===== src/sv/tfn_pkg.sv =====
package tfn_pkg;

  localparam int COORD_BITS_DEF = 16;
  localparam int FRAC_BITS_DEF  = 14;
  localparam int OUT_BITS       = 16;

  // Control that travels with each item down the pipe
  typedef struct packed {
    logic       valid;
    logic [2:0] neg;     // sign of each cross product component
    logic       degen;   // cross product is the zero vector
  } tfn_ctl_t;

endpackage


===== src/sv/tfn_cell.sv =====
module tfn_cell import tfn_pkg::*; #(
  parameter int COORD_BITS       = COORD_BITS_DEF,
  parameter int NORMAL_FRAC_BITS = FRAC_BITS_DEF,
  parameter int J                = 0
) (
  input  logic                      clk,
  input  logic                      rst_n,
  input  logic                      ld,
  input  tfn_ctl_t                  ctl_i,
  input  logic [NORMAL_FRAC_BITS:0] k_i [3],
  input  logic signed [2*(2*(COORD_BITS+1))+2*NORMAL_FRAC_BITS+7:0] s_i,
  input  logic signed [2*(2*(COORD_BITS+1))+2*NORMAL_FRAC_BITS+7:0] r_i [3],
  input  logic signed [2*(2*(COORD_BITS+1))+2*NORMAL_FRAC_BITS+7:0] p_i [3],
  output tfn_ctl_t                  ctl_o,
  output logic [NORMAL_FRAC_BITS:0] k_o [3],
  output logic signed [2*(2*(COORD_BITS+1))+2*NORMAL_FRAC_BITS+7:0] s_o,
  output logic signed [2*(2*(COORD_BITS+1))+2*NORMAL_FRAC_BITS+7:0] r_o [3],
  output logic signed [2*(2*(COORD_BITS+1))+2*NORMAL_FRAC_BITS+7:0] p_o [3]
);

  localparam int W = 2 * (2 * (COORD_BITS + 1)) + 2 * NORMAL_FRAC_BITS + 8;

  tfn_ctl_t                  ctl_r;
  logic [NORMAL_FRAC_BITS:0] k_r [3];
  logic [NORMAL_FRAC_BITS:0] k_nxt [3];
  logic signed [W-1:0]       s_r;
  logic signed [W-1:0]       r_r [3];
  logic signed [W-1:0]       r_nxt [3];
  logic signed [W-1:0]       p_r [3];
  logic signed [W-1:0]       p_nxt [3];
  logic signed [W-1:0]       d [3];

  // Trial bit J: (2k'-1)^2 s = (2k-1)^2 s + 2^(J+2) P + 2^(2J+2) s
  always_comb begin
    for (int i = 0; i < 3; i++) begin
      d[i] = r_i[i] - (p_i[i] <<< (J + 2)) - (s_i <<< (2*J + 2));
      if (!d[i][W-1]) begin
        r_nxt[i] = d[i];
        p_nxt[i] = p_i[i] + (s_i <<< (J + 1));
        k_nxt[i] = k_i[i] | ((NORMAL_FRAC_BITS+1)'(1) << J);
      end else begin
        r_nxt[i] = r_i[i];
        p_nxt[i] = p_i[i];
        k_nxt[i] = k_i[i];
      end
    end
  end

  always_ff @(posedge clk) begin
    if (!rst_n) begin
      ctl_r <= '0;
    end else if (ld) begin
      ctl_r <= ctl_i;
    end
  end

  always_ff @(posedge clk) begin
    if (ld) begin
      s_r <= s_i;
      r_r <= r_nxt;
      p_r <= p_nxt;
      k_r <= k_nxt;
    end
  end

  assign ctl_o = ctl_r;
  assign k_o   = k_r;
  assign s_o   = s_r;
  assign r_o   = r_r;
  assign p_o   = p_r;

endmodule


===== config.mk =====
export PLATFORM = sky130hd
export DESIGN_NAME = tfn_cell
export DESIGN_NICKNAME = d
export VERILOG_FILES = /design/src/sv/tfn_pkg.sv /design/src/sv/tfn_cell.sv
export SDC_FILE = /design/constraint.sdc
export NUM_CORES = 2
export LEC_CHECK = 0
export BUFFER_PORTS_ARGS = -buffer_cell sky130_fd_sc_hd__buf_2
export CAP_MARGIN = 40
export CORE_AREA = 2 2 605 607
export DETAILED_ROUTE_END_ITERATION = 6
export DIE_AREA = 0 0 607 609
export GPL_ROUTABILITY_DRIVEN = 0
export MAX_ROUTING_LAYER = met4
export PLACE_DENSITY = 0.4
export SLEW_MARGIN = 20
export SYNTH_ARGS = -nofsm -noshare
export SYNTH_HDL_FRONTEND = slang
export SYNTH_SLANG_ARGS = --single-unit

===== constraint.sdc =====
create_clock -name clk -period 5.1 [get_ports clk]
set_input_delay 0.765 -clock clk [delete_from_list [all_inputs] [get_ports clk]]
set_output_delay 0.765 -clock clk [all_outputs]
set_load 0.05 [all_outputs]

==> results.json <==
{
  "pin_count": 1559,
  "slew_headroom_pct": 40.7,
  "critPathKind": "input port to flip-flop",
  "die-area_sq_um": 370000,
  "peakVddDrop_uv": 365,
  "clkSinkCount": 778,
  "die_h_um": 609,
  "initialDrtViolationCount": 7839,
  "viasPerCell": 4.94,
  "dp_cells": 16500,
  "cts_max_level": 3,
  "grtUsageTotal_pct": 27.1,
  "clock_skew_ns": 0,
  "cpMaxStageDelayCell": "a221o_1",
  "synth_most_common_cell": "nand2_1",
  "grt_pass1_wl_mm": 673,
  "fill_cells": 39200,
  "cp_data_required_time_ns": 5.69,
  "dp_slack_ns": -1.46,
  "portBuffers": 1558,
  "synth_edf_count": 773,
  "max_freq_mhz": 197,
  "clkTransAtPathRegs_ns": 0.06,
  "fin_crit_sh_pct": 99.4,
  "synth.distinct_cells": 96,
  "slowest_delay_ns": 0.53,
  "postSynthAreaPerCell_sq_um": 8.66,
  "drc": 0,
  "grt_max_degree": 119,
  "critPathArrivalTime_ns": 5.66,
  "cts_buffers": 117,
  "ys.flop_type": "edfxtp_1",
  "synth-async-reset-ratio_pct": 0,
  "synthesis.area_sq_um": 75500,
  "worst_slack_ns": 0.0287,
  "synth_area_leaders": "edfxtp_1, ha_1, fa_1",
  "seq_area_frac_synth_pct": 30.9,
  "critPathTopFamily": "compound AO/OA/AOI/OAI gates",
  "placed_area_sq_um": 103000,
  "place_hpwl_mm": 443,
  "path_cells": "buf_2 > inv_1 > buf_12 > fa_1 > ha_1 > a21oi_1 > o21bai_1 > a221o_1 > a221o_1 > o2111ai_2 > o221a_4 > a21oi_4 > a31oi_2 > xnor2_4 > buf_12 > buf_12 > buf_4 > o21ai_0",
  "ys_top_cells_by_count": "nand2_1, o21ai_0, a21oi_1",
  "cp_max_fo": 23,
  "ys_ff_latch": 778,
  "power_density_nw_per_um2": 445,
  "yosys.area.top_type_share_pct": 30.8,
  "drv_slew": 0,
  "cap_violations": 0,
  "setup_violations": 0,
  "drive_gt1_share_pct": 31.3,
  "dr.pass1.iters": 6,
  "cts_tree": "built",
  "antenna_found_initial": 192,
  "clockBufferDepth": 4,
  "holdCritPathClass": "input port to flip-flop",
  "num_rows": 222,
  "fin_crit_ns": 5.07,
  "yosysTopAreaCell": "edfxtp_1",
  "outcome": "finished clean",
  "tightest_slew_ns": 0.880,
  "syn_nets": 10400,
  "wl_mm": 505,
  "grt_pass1_vias": 82700,
  "num_vias": 83400,
  "leakage_uw": 0.0485,
  "yosysWarningCount": 0,
  "end_kind": "flip-flop",
  "final_area_sq_um": 108000,
  "cp-start-kind": "input port",
  "clockRootBuffer": "clkbuf_16",
  "die-width_um": 607,
  "final_nets": 13600,
  "holdWs_ns": 0.0836,
  "wl_per_cell_um": 29.9,
  "area_delta_synth_final_pct": 42.6,
  "initial_utilization_pct": 20.7,
  "setup-tns-final_ns": 0,
  "gr-total-overflow": 0,
  "critPathBufInv": 6,
  "core_sq_um": 364000,
  "syn_inst": 8711,
  "finalHoldViolCount": 0,
  "crit_top_cell": "buf_12",
  "fin_cells": 16900,
  "drtAntennaViolNets": 0,
  "clk_latency_ns": 0.81
}
worst paths after layout:
kind / start / to / slack (ns) / cells after the start
setup / recovery: s_i[26] / p_o[251] / 0.03 / 18
hold reg to reg: ctl_o[3] / ctl_o[3] / 0.52 / 2
setup reg to reg: ctl_o[2] / ctl_o[2] / 4.47 / 2
hold / removal: k_i[37] / k_o[37] / 0.08 / 1
worst reg2reg max path, cell delays in order, from the launching register on:
cell,delay (ns)
dfxtp_1,0.31
mux2i_1,0.15
nor2b_1,0.06
kinds of logic after synthesis:
kind of cell,count (synthesis),synth area share [%]
xor gates and xnor gates,586,6.85
and+or+nand+nor,2377,14.3
DFF,778,30.9
AOI/OAI and AO/OA,2957,23.7
muxes,25,0.363
buffers and inverters,1066,5.54
adders and majority gates,922,18.3
metrics by stage:
step | power (uW) | util (%)
6_report | 47900 | 29.6
5_1_grt | 50100 | 29.6
4_1_cts | 48100 | 29.5
3_5_place_dp | 38700 | 28.2
3_3_place_gp | 38700 | 28.2
2_1_floorplan | 26200 | -
sequential cells by signal, indices dropped and copies added, names as in the netlist:
register and count:
k_o 45, ctl_o 5, s_o 104, p_o 312
r_o 312
final cells by class:
cell class | count | area [sq um] | area share [%]
tap | 4816 | 6030 | 5.60
sequential | 778 | 23300 | 21.7
timing repair buffer | 3472 | 23400 | 21.8
clock buffer | 128 | 2970 | 2.76
inverter | 631 | 2370 | 2.20
multi-input combinational | 6867 | 48200 | 44.8
clock inverter | 81 | 1030 | 0.959
antenna | 125 | 313 | 0.291
metal layers:
layer / GRT usage [%] / routed length [um] / vias to the layer above
li1: - / - / 37900
met1: 32.3 / 203000 / 40600
met2: 41.8 / 226000 / 3957
met3: 4.95 / 37500 / 986
met4: 17.4 / 38000 / 0
met5: - / 0 / -
power breakdown:
group / leakage, uW / internal (uW) / switching [uW] / total, uW
clock: 0.00192 / 5250 / 3630 / 8880
sequential: 0.00759 / 9660 / 1380 / 11000
combinational: 0.0390 / 9090 / 18900 / 28000
total: 0.0485 / 24000 / 23900 / 47900
cell usage in the layout, fill, tap and decap left out, drive strengths merged, types with 306 or more instances in the layout:
master and instances:
nor2 436, ha 615, fa 306, xnor2 360, edfxtp 773, a21oi 835
inv 637, buf 3446, nand2 1138, a21o 337, o21ai 1015
what timing repair did:
| action | CTS | global route |
|---|---|---|
| setup buffers | 5 | 3 |
| gates cloned | 1 | 0 |
| pin swaps | 3 | 10 |
| resized for setup | 24 | 19 |
| hold buffers | 22 | 0 |
| hold endpoints to repair | 22 | 0 |
| setup endpoints to repair | 321 | 94 |
No activity file was read; power rests on OpenSTA's default activity.
